## config.mk

```make
export PLATFORM = sky130hd
export DESIGN_NAME = http_request_line_parser
export DESIGN_NICKNAME = d
export VERILOG_FILES = /design/src/hw/rtl/hrlp_pkg.sv /design/src/hw/rtl/http_request_line_parser.sv /design/src/hw/rtl/hrlp_in_reg.sv /design/src/hw/rtl/hrlp_core.sv /design/src/hw/rtl/hrlp_out_reg.sv
export VERILOG_INCLUDE_DIRS = /design/src /design/src/hw/rtl
export SDC_FILE = /design/constraint.sdc
export NUM_CORES = 1
export LEC_CHECK = 0
export ABC_CLOCK_PERIOD_IN_PS = 8250
export CORE_MARGIN = 5
export CORE_UTILIZATION = 35
export CTS_BUF_LIST = sky130_fd_sc_hd__clkbuf_2
export DETAILED_ROUTE_END_ITERATION = 7
export DONT_BUFFER_PORTS = 1
export HOLD_SLACK_MARGIN = 0.06
export PLACE_DENSITY_LB_ADDON = 0.25
export RECOVER_POWER = 50
export SYNTH_ARGS = -nofsm -noshare
export SYNTH_HDL_FRONTEND = slang
export SYNTH_SLANG_ARGS = --single-unit
```

## constraint.sdc

```tcl
create_clock -name clk -period 8.25 [get_ports clk]
set_clock_uncertainty 0.1 [all_clocks]
set_input_delay 1.65 -clock clk [delete_from_list [all_inputs] [get_ports clk]]
set_output_delay 1.65 -clock clk [all_outputs]
set_load 0.05 [all_outputs]
```

## src/hw/rtl/http_request_line_parser_assert.svh

```systemverilog
// ----------------------------------------------------------------------------
// Request line parser assertion macros
// Forms for the concurrent checks of the parser core module.
// ----------------------------------------------------------------------------
`ifndef HTTP_REQUEST_LINE_PARSER_ASSERT_SVH
`define HTTP_REQUEST_LINE_PARSER_ASSERT_SVH

// Consequent must hold in the same cycle as the antecedent.
`define HRLP_ASSERT_NOW(label, ante, cons, msg) \
  label: assert property (@(posedge clk) disable iff (!rst_n) (ante) |-> (cons)) \
    else $error(msg);

// Consequent must hold in the cycle after the antecedent.
`define HRLP_ASSERT_NEXT(label, ante, cons, msg) \
  label: assert property (@(posedge clk) disable iff (!rst_n) (ante) |=> (cons)) \
    else $error(msg);

`endif

```

## src/hw/rtl/hrlp_pkg.sv

```systemverilog
// ----------------------------------------------------------------------------
// Request line parser package
// Types, codes and character tables shared by the parser modules.
// ----------------------------------------------------------------------------
package hrlp_pkg;

  typedef enum logic [3:0] {
    PH_METHOD,
    PH_URI,
    PH_PROTO,
    PH_MAJOR,
    PH_MINOR,
    PH_LF,
    PH_IDLE
  } phase_t;

  localparam logic [1:0] KIND_URI  = 2'd0;
  localparam logic [1:0] KIND_LINE = 2'd1;
  localparam logic [1:0] KIND_ERR  = 2'd2;

  localparam logic [1:0] ST_OK       = 2'd0;
  localparam logic [1:0] ST_NOT_IMPL = 2'd1;
  localparam logic [1:0] ST_URI_LONG = 2'd2;
  localparam logic [1:0] ST_BAD      = 2'd3;

  localparam logic [7:0] CH_SP  = 8'h20;
  localparam logic [7:0] CH_0   = 8'h30;
  localparam logic [7:0] CH_9   = 8'h39;
  localparam logic [7:0] CH_DOT = 8'h2E;
  localparam logic [7:0] CH_CR  = 8'h0D;
  localparam logic [7:0] CH_LF  = 8'h0A;

  localparam logic [2:0] PROTO_LAST = 3'd4;

  localparam logic [15:0] MAX_URI_RESET = 16'd1024;

  typedef struct packed {
    logic [7:0] byte_value;
    logic       end_of_stream;
    logic       new_request;
  } item_t;

  typedef struct packed {
    logic [1:0]  kind;
    logic [7:0]  uri_char;
    logic [2:0]  method_code;
    logic [15:0] uri_length;
    logic [15:0] version_major;
    logic [15:0] version_minor;
    logic [1:0]  status;
  } result_t;

  function automatic logic [2:0] verb_len(input logic [2:0] idx);
    logic [2:0] len;
    case (idx)
      3'd0:    len = 3'd7;
      3'd1:    len = 3'd3;
      3'd2:    len = 3'd4;
      3'd3:    len = 3'd4;
      3'd4:    len = 3'd3;
      3'd5:    len = 3'd6;
      3'd6:    len = 3'd5;
      3'd7:    len = 3'd7;
      default: len = 3'd0;
    endcase
    return len;
  endfunction

  function automatic logic [63:0] verb_text(input logic [2:0] idx);
    logic [63:0] w;
    case (idx)
      3'd0:    w = {"OPTIONS", 8'h00};
      3'd1:    w = {"GET", 40'h0};
      3'd2:    w = {"HEAD", 32'h0};
      3'd3:    w = {"POST", 32'h0};
      3'd4:    w = {"PUT", 40'h0};
      3'd5:    w = {"DELETE", 16'h0};
      3'd6:    w = {"TRACE", 24'h0};
      3'd7:    w = {"CONNECT", 8'h00};
      default: w = 64'h0;
    endcase
    return w;
  endfunction

  function automatic logic [7:0] verb_char(input logic [2:0] idx, input logic [2:0] pos);
    logic [63:0] w;
    int          sh;
    w  = verb_text(idx);
    sh = (7 - int'(pos)) * 8;
    return w[sh +: 8];
  endfunction

  function automatic logic [7:0] proto_char(input logic [2:0] pos);
    logic [63:0] w;
    int          sh;
    w  = {"HTTP/", 24'h0};
    sh = (7 - int'(pos)) * 8;
    return w[sh +: 8];
  endfunction

  function automatic result_t err_result(input logic [1:0] st);
    result_t r;
    r        = '0;
    r.kind   = KIND_ERR;
    r.status = st;
    return r;
  endfunction

endpackage

```

## src/hw/rtl/http_request_line_parser.sv

```systemverilog
// ----------------------------------------------------------------------------
// HTTP request line parser
// Parses method, URI and version of one request line from a byte stream.
// ----------------------------------------------------------------------------
// The parser takes one byte per clock cycle and streams URI bytes out as
// they arrive, followed by one summary or error result per request line.
// Each transfer passes an input register, the parsing logic and a result
// register, and a new byte is taken every cycle while the result side keeps
// up; the combinational parse step and the one-deep result register set this
// rate.
module http_request_line_parser #(
  parameter int METHOD_MAX_LEN = 16,
  parameter int VERSION_BITS   = 16
) (
  input  logic        clk,
  input  logic        rst_n,
  input  logic        in_valid,
  output logic        in_ready,
  input  logic [7:0]  in_byte_value,
  input  logic        in_end_of_stream,
  input  logic        in_new_request,
  output logic        out_valid,
  input  logic        out_ready,
  output logic [1:0]  out_kind,
  output logic [7:0]  out_uri_char,
  output logic [2:0]  out_method_code,
  output logic [15:0] out_uri_length,
  output logic [15:0] out_version_major,
  output logic [15:0] out_version_minor,
  output logic [1:0]  out_status,
  input  logic        cfg_wr_en,
  input  logic [15:0] cfg_wr_data
);
  import hrlp_pkg::*;

  item_t   in_item;
  item_t   item;
  logic    item_vld;
  logic    step_go;
  logic    res_vld;
  result_t res;
  result_t out_res;

  assign in_item.byte_value    = in_byte_value;
  assign in_item.end_of_stream = in_end_of_stream;
  assign in_item.new_request   = in_new_request;

  assign step_go = item_vld && (!out_valid || out_ready);

  hrlp_in_reg u_in_reg (
    .clk      (clk),
    .rst_n    (rst_n),
    .in_valid (in_valid),
    .in_ready (in_ready),
    .in_item  (in_item),
    .take     (step_go),
    .item_vld (item_vld),
    .item     (item)
  );

  hrlp_core #(
    .METHOD_MAX_LEN (METHOD_MAX_LEN),
    .VERSION_BITS   (VERSION_BITS)
  ) u_core (
    .clk         (clk),
    .rst_n       (rst_n),
    .step_go     (step_go),
    .item        (item),
    .cfg_wr_en   (cfg_wr_en),
    .cfg_wr_data (cfg_wr_data),
    .res_vld     (res_vld),
    .res         (res)
  );

  hrlp_out_reg u_out_reg (
    .clk       (clk),
    .rst_n     (rst_n),
    .load      (step_go && res_vld),
    .res       (res),
    .out_ready (out_ready),
    .out_valid (out_valid),
    .out_res   (out_res)
  );

  assign out_kind          = out_res.kind;
  assign out_uri_char      = out_res.uri_char;
  assign out_method_code   = out_res.method_code;
  assign out_uri_length    = out_res.uri_length;
  assign out_version_major = out_res.version_major;
  assign out_version_minor = out_res.version_minor;
  assign out_status        = out_res.status;

endmodule

```

## src/hw/rtl/hrlp_in_reg.sv

```systemverilog
// ----------------------------------------------------------------------------
// Request line parser input register
// Holds one accepted item until the parsing step consumes it.
// ----------------------------------------------------------------------------
module hrlp_in_reg (
  input  logic           clk,
  input  logic           rst_n,
  input  logic           in_valid,
  output logic           in_ready,
  input  hrlp_pkg::item_t in_item,
  input  logic           take,
  output logic           item_vld,
  output hrlp_pkg::item_t item
);
  import hrlp_pkg::*;

  logic  vld_r;
  logic  vld_nxt;
  item_t item_r;

  assign in_ready = !vld_r || take;
  assign item_vld = vld_r;
  assign item     = item_r;

  always_comb begin
    if (in_valid && in_ready) begin
      vld_nxt = 1'b1;
    end else if (take) begin
      vld_nxt = 1'b0;
    end else begin
      vld_nxt = vld_r;
    end
  end

  always_ff @(posedge clk) begin
    if (!rst_n) begin
      vld_r <= 1'b0;
    end else begin
      vld_r <= vld_nxt;
    end
  end

  always_ff @(posedge clk) begin
    if (in_valid && in_ready) begin
      item_r <= in_item;
    end
  end

endmodule

```

## src/hw/rtl/hrlp_core.sv

```systemverilog
// ----------------------------------------------------------------------------
// Request line parser step logic
// Parse state, the URI length limit and the per-byte decision logic.
// ----------------------------------------------------------------------------
`include "http_request_line_parser_assert.svh"

module hrlp_core #(
  parameter int METHOD_MAX_LEN = 16,
  parameter int VERSION_BITS   = 16
) (
  input  logic             clk,
  input  logic             rst_n,
  input  logic             step_go,
  input  hrlp_pkg::item_t  item,
  input  logic             cfg_wr_en,
  input  logic [15:0]      cfg_wr_data,
  output logic             res_vld,
  output hrlp_pkg::result_t res
);
  import hrlp_pkg::*;

  localparam int MCW = $clog2(METHOD_MAX_LEN + 1);
  localparam int VB  = VERSION_BITS;
  localparam logic [MCW-1:0] MC_MAX = MCW'(METHOD_MAX_LEN);

  phase_t          phase_r,  phase_nxt,  e_phase;
  logic [7:0]      cand_r,   cand_nxt,   e_cand;
  logic [MCW-1:0]  mcount_r, mcount_nxt, e_mcount;
  logic [15:0]     uri_r,    uri_nxt,    e_uri;
  logic [2:0]      lit_r,    lit_nxt,    e_lit;
  logic [VB-1:0]   major_r,  major_nxt,  e_major;
  logic [VB-1:0]   minor_r,  minor_nxt,  e_minor;
  logic            digit_r,  digit_nxt,  e_digit;
  logic [2:0]      chosen_r, chosen_nxt, e_chosen;
  logic [15:0]     max_uri_r;

  logic [7:0]      b;
  logic            eos;
  logic            is_sp;
  logic            is_digit;
  logic [7:0]      dsub;
  logic [3:0]      dval;
  logic [7:0]      cand_keep;
  logic [7:0]      hit;
  logic            any_hit;
  logic [2:0]      chosen_sel;
  logic [VB+3:0]   maj_sum;
  logic [VB+3:0]   min_sum;
  logic            maj_ovf;
  logic            min_ovf;
  logic            proto_ok;
  logic            uri_long;
  logic [VB+15:0]  major_wide;
  logic [VB+15:0]  minor_wide;
  logic            idle_step;
  logic            uri_out;
  logic            end_out;

  always_comb begin
    if (item.new_request) begin
      e_phase  = PH_METHOD;
      e_cand   = 8'hFF;
      e_mcount = '0;
      e_uri    = '0;
      e_lit    = '0;
      e_major  = '0;
      e_minor  = '0;
      e_digit  = 1'b0;
      e_chosen = '0;
    end else begin
      e_phase  = phase_r;
      e_cand   = cand_r;
      e_mcount = mcount_r;
      e_uri    = uri_r;
      e_lit    = lit_r;
      e_major  = major_r;
      e_minor  = minor_r;
      e_digit  = digit_r;
      e_chosen = chosen_r;
    end
  end

  always_comb begin
    b          = item.byte_value;
    eos        = item.end_of_stream;
    is_sp      = (b == CH_SP);
    is_digit   = (b >= CH_0) && (b <= CH_9);
    dsub       = b - CH_0;
    dval       = dsub[3:0];
    cand_keep  = '0;
    hit        = '0;
    any_hit    = 1'b0;
    chosen_sel = '0;
    for (int i = 0; i < 8; i++) begin
      cand_keep[i] = e_cand[i] && (e_mcount < MCW'(verb_len(3'(i))))
                     && (verb_char(3'(i), e_mcount[2:0]) == b);
      hit[i]       = e_cand[i] && (e_mcount == MCW'(verb_len(3'(i))));
    end
    for (int i = 7; i >= 0; i--) begin
      if (hit[i]) begin
        chosen_sel = 3'(i);
        any_hit    = 1'b1;
      end
    end
    maj_sum    = ((VB+4)'(e_major) << 3) + ((VB+4)'(e_major) << 1) + (VB+4)'(dval);
    min_sum    = ((VB+4)'(e_minor) << 3) + ((VB+4)'(e_minor) << 1) + (VB+4)'(dval);
    maj_ovf    = |maj_sum[VB+3:VB];
    min_ovf    = |min_sum[VB+3:VB];
    proto_ok   = (proto_char(e_lit) == b);
    uri_long   = (e_uri >= max_uri_r);
    major_wide = (VB+16)'(e_major);
    minor_wide = (VB+16)'(e_minor);
  end

  always_comb begin
    phase_nxt  = e_phase;
    cand_nxt   = e_cand;
    mcount_nxt = e_mcount;
    uri_nxt    = e_uri;
    lit_nxt    = e_lit;
    major_nxt  = e_major;
    minor_nxt  = e_minor;
    digit_nxt  = e_digit;
    chosen_nxt = e_chosen;
    case (e_phase)
      PH_METHOD: begin
        if (eos || is_sp) begin
          if (any_hit && !eos) begin
            phase_nxt  = PH_URI;
            chosen_nxt = chosen_sel;
          end else begin
            phase_nxt = PH_IDLE;
          end
        end else begin
          cand_nxt = cand_keep;
          if (e_mcount >= MC_MAX) begin
            phase_nxt = PH_IDLE;
          end else begin
            mcount_nxt = e_mcount + MCW'(1);
          end
        end
      end
      PH_URI: begin
        if (eos) begin
          phase_nxt = PH_IDLE;
        end else if (is_sp) begin
          phase_nxt = PH_PROTO;
          lit_nxt   = '0;
        end else if (uri_long) begin
          phase_nxt = PH_IDLE;
        end else begin
          uri_nxt = e_uri + 16'd1;
        end
      end
      PH_PROTO: begin
        if (eos || !proto_ok) begin
          phase_nxt = PH_IDLE;
        end else if (e_lit == PROTO_LAST) begin
          phase_nxt = PH_MAJOR;
          digit_nxt = 1'b0;
          major_nxt = '0;
        end else begin
          lit_nxt = e_lit + 3'd1;
        end
      end
      PH_MAJOR: begin
        if (eos) begin
          phase_nxt = PH_IDLE;
        end else if (is_digit) begin
          if (maj_ovf) begin
            phase_nxt = PH_IDLE;
          end else begin
            major_nxt = maj_sum[VB-1:0];
            digit_nxt = 1'b1;
          end
        end else if (!e_digit || (b != CH_DOT)) begin
          phase_nxt = PH_IDLE;
        end else begin
          phase_nxt = PH_MINOR;
          digit_nxt = 1'b0;
          minor_nxt = '0;
        end
      end
      PH_MINOR: begin
        if (eos) begin
          phase_nxt = PH_IDLE;
        end else if (is_digit) begin
          if (min_ovf) begin
            phase_nxt = PH_IDLE;
          end else begin
            minor_nxt = min_sum[VB-1:0];
            digit_nxt = 1'b1;
          end
        end else if (!e_digit || (b != CH_CR)) begin
          phase_nxt = PH_IDLE;
        end else begin
          phase_nxt = PH_LF;
        end
      end
      PH_LF: begin
        phase_nxt = PH_IDLE;
      end
      default: begin
        phase_nxt = e_phase;
      end
    endcase
  end

  always_comb begin
    res_vld = 1'b0;
    res     = '0;
    case (e_phase)
      PH_METHOD: begin
        if (eos || is_sp) begin
          if (!(any_hit && !eos)) begin
            res_vld = 1'b1;
            res     = err_result(any_hit ? ST_BAD : ST_NOT_IMPL);
          end
        end else if (e_mcount >= MC_MAX) begin
          res_vld = 1'b1;
          res     = err_result(ST_NOT_IMPL);
        end
      end
      PH_URI: begin
        if (eos) begin
          res_vld = 1'b1;
          res     = err_result(ST_BAD);
        end else if (!is_sp) begin
          res_vld = 1'b1;
          if (uri_long) begin
            res = err_result(ST_URI_LONG);
          end else begin
            res.kind     = KIND_URI;
            res.uri_char = b;
          end
        end
      end
      PH_PROTO: begin
        if (eos || !proto_ok) begin
          res_vld = 1'b1;
          res     = err_result(ST_BAD);
        end
      end
      PH_MAJOR: begin
        if (eos || (is_digit && maj_ovf) || (!is_digit && (!e_digit || (b != CH_DOT)))) begin
          res_vld = 1'b1;
          res     = err_result(ST_BAD);
        end
      end
      PH_MINOR: begin
        if (eos || (is_digit && min_ovf) || (!is_digit && (!e_digit || (b != CH_CR)))) begin
          res_vld = 1'b1;
          res     = err_result(ST_BAD);
        end
      end
      PH_LF: begin
        res_vld = 1'b1;
        if (eos || (b != CH_LF)) begin
          res = err_result(ST_BAD);
        end else begin
          res.kind          = KIND_LINE;
          res.method_code   = e_chosen;
          res.uri_length    = e_uri;
          res.version_major = major_wide[15:0];
          res.version_minor = minor_wide[15:0];
          res.status        = ST_OK;
        end
      end
      default: begin
        res_vld = 1'b0;
      end
    endcase
  end

  always_ff @(posedge clk) begin
    if (!rst_n) begin
      phase_r   <= PH_METHOD;
      cand_r    <= 8'hFF;
      mcount_r  <= '0;
      uri_r     <= '0;
      lit_r     <= '0;
      major_r   <= '0;
      minor_r   <= '0;
      digit_r   <= 1'b0;
      chosen_r  <= '0;
      max_uri_r <= MAX_URI_RESET;
    end else begin
      if (cfg_wr_en) begin
        max_uri_r <= cfg_wr_data;
      end
      if (step_go) begin
        phase_r  <= phase_nxt;
        cand_r   <= cand_nxt;
        mcount_r <= mcount_nxt;
        uri_r    <= uri_nxt;
        lit_r    <= lit_nxt;
        major_r  <= major_nxt;
        minor_r  <= minor_nxt;
        digit_r  <= digit_nxt;
        chosen_r <= chosen_nxt;
      end
    end
  end

  assign idle_step = step_go && !item.new_request && (phase_r == PH_IDLE);
  assign uri_out   = step_go && res_vld && (res.kind == KIND_URI);
  assign end_out   = step_go && res_vld && (res.kind != KIND_URI);

  `HRLP_ASSERT_NOW(a_idle_silent, idle_step, !res_vld, "parser produced a result while finished")
  `HRLP_ASSERT_NEXT(a_uri_stays, uri_out, phase_r == PH_URI && uri_r != '0, "URI byte out of phase")
  `HRLP_ASSERT_NEXT(a_end_idle, end_out, phase_r == PH_IDLE, "final result did not end the request")
  `HRLP_ASSERT_NOW(a_mcount_bound, phase_r == PH_METHOD, mcount_r <= MC_MAX, "method too long")

endmodule

```

## src/hw/rtl/hrlp_out_reg.sv

```systemverilog
// ----------------------------------------------------------------------------
// Request line parser result register
// Holds one result item until the downstream side takes it.
// ----------------------------------------------------------------------------
module hrlp_out_reg (
  input  logic              clk,
  input  logic              rst_n,
  input  logic              load,
  input  hrlp_pkg::result_t res,
  input  logic              out_ready,
  output logic              out_valid,
  output hrlp_pkg::result_t out_res
);
  import hrlp_pkg::*;

  logic    vld_r;
  logic    vld_nxt;
  result_t res_r;

  assign out_valid = vld_r;
  assign out_res   = res_r;

  always_comb begin
    if (load) begin
      vld_nxt = 1'b1;
    end else if (out_ready) begin
      vld_nxt = 1'b0;
    end else begin
      vld_nxt = vld_r;
    end
  end

  always_ff @(posedge clk) begin
    if (!rst_n) begin
      vld_r <= 1'b0;
    end else begin
      vld_r <= vld_nxt;
    end
  end

  always_ff @(posedge clk) begin
    if (load) begin
      res_r <= res;
    end
  end

endmodule
```

## Word level (Yosys, flattened, before mapping)

Index checks and enable logic that the tools add are counted.

| operators by class | value |
|---|---|
| bitwise operators | 0 |
| multiplexer cells | 109 |
| order comparisons | 9 |
| div/mod/pow operators | 0 |
| eq/ne operators | 24 |
| reductions and logical operators | 55 |
| shift-type cells | 9 |
| multipliers | 0 |
| $add $sub $neg | 10 |

Operator list:

| cell | count |
|---|---|
| $shiftx A64 B32 Y8 const A | 9 |
| $mux W63 | 8 |
| $pmux W63 S6 | 1 |
| $mux W16 | 18 |
| $eq A8 B8 Y1 | 9 |
| $pmux W16 S2 | 2 |
| $mux W4 | 14 |
| $mux W3 | 18 |
| $mux W53 | 1 |
| $add A19 B17 Y20 | 2 |
| $add A20 B4 Y20 | 2 |
| $logic_and A1 B1 Y1 | 33 |
| $mux W1 | 30 |
| $mux W8 | 3 |
| $pmux W4 S6 | 1 |
| $eq A5 B3 Y1 const B | 4 |
| $lt A5 B3 Y1 const B | 4 |
| $mux W5 | 4 |
| $add A16 B1 Y16 const B | 1 |
| $ge A16 B16 Y1 | 1 |
| $ne A8 B4 Y1 const B | 2 |
| $logic_or A1 B1 Y1 | 11 |
| $mux W10 | 1 |
| $mux W2 | 5 |
| 22 further kinds | 32 |

| storage, ports and cells | value |
|---|---|
| bits in writable memories | 0 |
| memories kept | 0 |
| output and inout bits | 65 |
| latch bits | 0 |
| register bits | 163 |
| word-level logic and storage cells | 238 |
| memory bits (read-only) | 0 |

## Longest topological paths before layout

| depth | value |
|---|---|
| depth after elaboration | 17 |
| depth in mapped cells | 20 |
| gate-level depth less buffers | 13 |

## By module

Synthesis repeated with hierarchy kept, for this count alone.

| second synthesis, totals | value |
|---|---|
| cells, all modules | 1,263 |
| area, all modules | 10,909.2 um2 |

Modules (own cells, without submodules):

| module | cells an instance | times used | sequential area each (um2) | area each (um2) |
|---|---|---|---|---|
| hrlp_core | 1,179 | 1 | 1,761.7 | 8,599.5 |
| hrlp_out_reg | 66 | 1 | 1,911.8 | 1,933.1 |
| hrlp_in_reg | 15 | 1 | 320.3 | 357.8 |
| http_request_line_parser | 3 | 1 | 0.0 | 18.8 |

## Least setup slack after synthesis

Ideal clock, no wire load.

| timing path | value |
|---|---|
| kind | register to register |
| from | register u_in_reg.item_r (netlist bit u_in_reg.item[0]) |
| to | register u_out_reg.res_r (netlist bit u_out_reg.out_res[0]), enable pin |
| slack | 1,980 ps |
| path buffers | 6 |
| arrival | 5,742 ps |
| stages on the path, launching flop included | 19 |
| required time | 7,723 ps |
| path through | edfxtp_1 buf_2 clkbuf_1 clkbuf_1 clkbuf_1 clkbuf_1 clkbuf_1 nor2b_1 ha_1 ha_1 fa_1 a211oi_1 o21ai_0 and3_1 a311oi_1 xnor2_1 nor3_4 o2111ai_1 and2_1 |

| on the way | value |
|---|---|
| cells in the longest elaborated chain, start to end | 16 |

Ends and longest elaborated chain:

| what | line | text |
|---|---|---|
| from (decl) | hrlp_in_reg.sv:19 | `item_t item_r;` |
| from (signal assigned) | hrlp_in_reg.sv:45 | `item_r <= in_item;` |
| parallel branches: the longest is 14 deep, another holds $add A19 B17 Y20 | n/a |  |
| $pmux W1 S6 (*) | hrlp_core.sv:212 | `case (e_phase)` |
| $logic_and A1 B1 Y1 (*) | n/a |  |
| via u_out_reg.load | hrlp_out_reg.sv:8 | `input logic load,` |
| to (signal assigned) | hrlp_out_reg.sv:43 | `res_r <= res;` |
| to (decl) | hrlp_out_reg.sv:18 | `result_t res_r;` |

Mark *: on every way through the listed nets, which the timed path passes.
A chain may end at the register's enable or synchronous reset.

## Worst setup path after layout

| timing path | value |
|---|---|
| from | register u_in_reg.item_r (netlist bit u_in_reg.item[0]) |
| to | register u_out_reg.res_r (netlist bit u_out_reg.out_res[59]), enable pin |

Same word-level chain as after synthesis.

==> out/summary.txt <==
final setup vio count -> 0
Area Overhead vs Synth -> 5.01%
H-tree depth -> 4
TritonCTS sink count -> 163
gr ovfl total -> 0
row count -> 63
pwr/cell area -> 137 nW/um^2
Layout Nets -> 1234
fraction of layout cells with a size suffix above 1 -> 0.0470
placed cell count -> 1485
total CTS buffers -> 17
worst skew pair latency -> 0.80 ns
Clock transition at path regs -> 0.29 ns
DRC -> 0
Vias/cell -> 5.52
CTS Hold Bufs -> 0
width of the die -> 184 um
I/O Buffers -> 0
critical-path maximum fanout -> 72
pin count of the biggest net entering global routing -> 86
IO Pins -> 96
endpoint type of the worst setup path -> flop
PostCTS Resize Cnt -> 0
Antenna Violating Nets Remaining -> 0
vias in the first global route -> 8162
relative slew slack -> -0.119
drt pass-1 iters -> 8
max-cap violations -> 2
Slew Limit Fails -> 81
WL per Instance -> 18.2 um
final hold vios -> 0
synthesized area -> 10600 sq um
Static Leak -> 0.00449 uW
worst endpoint data arrival time -> 5.69 ns
final WL -> 27600 um
CTS tree -> built
yosys synthesis warning count -> 0
Peak VDD IR -> 0.0886 mV
Initial DRC Count -> 545
total chip power -> 1520 uW
RSZ-0062 raised after global routing -> no
Post-Syn Instances -> 1161
CP Launch Type -> flop
GRT Util Overall -> 0.163
Req. time, crit path -> 8.57 ns
non-filler cells, final -> 1518
Synth async-reset ratio -> 0
Initial Util -> 0.356
Distinct cells, synth -> 74
Die ar. -> 33800 sq um
Max Buffers Root-to-Sink -> 2
Seq cells post-synth -> 163
clock tree root buffer cell -> clkbuf_2
fin crit period -> 5.37 ns
Slew @ Worst Pin -> 1.68 ns
failing checks -> max-capacitance violations, max-slew violations
Synth Area per Inst -> 9.10 sq um
setup_tns -> 0 ns
Final HPWL DP -> 19700 um
core area -> 29700 sq um
initial antenna violation count -> 1
Post-CTS Repair Setup Buffers -> 0
syn_nets -> 1281
main flop type after synthesis -> dfxtp_1
Die H -> 184 um
# fillers -> 2973
via count -> 8386
final estimated routing congestion in global placement -> 0.881
worst hold path type -> flop to flop
first-pass GRT wire length -> 44400 um
fmax -> 0.186 GHz
number of flops mapped to enable cells by yosys -> 73
Setup CP Type -> flop to flop
fin crit share -> 0.651
sequential area share after synthesis -> 0.378
run status -> complete, but fails checks
state kept, by name, indices dropped and copies added, names as in the netlist:
signal and flops:
u_in_reg.item 10, u_in_reg.item_vld 1, u_core.chosen_r 3, u_core.mcount_r 5, u_core.major_r 16, u_out_reg.out_valid 1
u_core.minor_r 16, u_core.phase_r 4, u_core.lit_r 3, u_core.digit_r 1, u_out_reg.out_res 63, u_core.max_uri_r 16
u_core.uri_r 16, u_core.cand_r 8
routing by layer:
| metal | GRT usage | wire length, um |
|---|---|---|
| met1 | 0.229 | 13400 |
| met2 | 0.257 | 12400 |
| met3 | 0.0323 | 1350 |
| met4 | 0.0408 | 444 |
| met5 | 0 | 0 |
final timing paths:
check	start	endpoint	slack (ns)	cells after the start
hold / removal	u_core.uri_r[1]	u_core.uri_r[1]	0.38	2
setup reg to reg	u_in_reg.item[0]	u_out_reg.out_res[59]	2.88	13
hold reg to reg	u_core.uri_r[1]	u_core.uri_r[1]	0.38	2
setup / recovery	u_in_reg.item[0]	u_out_reg.out_res[59]	2.88	13
metrics by stage:
step	instance area [sq um]	worst slack, ns	hold WS [ns]	util
after floorplan	10600	1.98	0.336	-
after global placement	10800	3.12	0.350	0.365
after detailed placement	10800	2.92	0.356	0.365
after CTS	11100	2.88	0.381	0.374
after global routing	11100	2.45	0.414	0.373
final	11100	2.88	0.382	0.373
synth_stat cells (all sizes together), types with 12 or more instances:
master,count,area [sq um]
a21o,23,173
a21oi,70,350
a31oi,12,75.1
a32o,13,130
and2,52,325
and3,19,119
buf,13,72.6
clkbuf,62,234
dfxtp,90,1800
edfxtp,73,2190
ha,87,1090
inv,40,150
mux2i,24,240
nand2,75,282
nand2b,28,175
nand3,29,145
nand4,12,75.1
nor2,74,278
nor2b,63,394
nor3,20,111
o211ai,15,113
o21a,16,120
o21ai,53,265
o22ai,20,131
xnor2,28,245
xor2,23,201
where the power goes:
| group | internal, uW | total (uW) | switching, uW |
|---|---|---|---|
| sequential | 869 | 924 | 54.7 |
| clock | 108 | 471 | 364 |
| combinational | 43.9 | 125 | 81.1 |
layout by cell type (no fill, tap or decap), types with 31 or more instances in the layout:
cell type  synthesis  layout
nor2_1            74      74
and2_0             0      31
nor2b_1           63      62
inv_1             39      39
dfxtp_1           90      90
o21ai_0           51      51
ha_1              87      87
nand2_1           75      75
edfxtp_1          73      73
a21oi_1           70      70
layout make-up:
type | instances | area (sq um) | area share
multi-input cells | 882 | 6120 | 0.551
flip-flops and latches | 163 | 3990 | 0.360
well taps | 390 | 488 | 0.0440
clock inverters | 15 | 183 | 0.0165
inverters | 41 | 154 | 0.0139
clock buffers | 17 | 85.1 | 0.00767
repair buffers | 9 | 72.6 | 0.00654
diodes | 1 | 2.50 | 0.000226
cell families after synthesis:
kind of cell	Yosys count	share of synthesized area
compound gates	297	0.190
xor+xnor	51	0.0423
fa+ha+maj	89	0.107
buf+inv	116	0.0436
flops	163	0.378
mux	27	0.0259
simple gates	418	0.214
worst max-delay path: stages (launching register included):
cell	delay, ns
edfxtp_1	0.85
buf_12	0.38
nor2b_1	0.17
xor2_1	0.17
ha_1	0.34
fa_1	0.49
a211oi_1	0.22
o21ai_0	0.20
and3_1	0.24
a311oi_1	0.33
xnor2_1	0.26
nor3_4	0.15
o2111ai_1	0.28
and2_4	0.81
No activity file was read; power rests on OpenSTA's default activity.
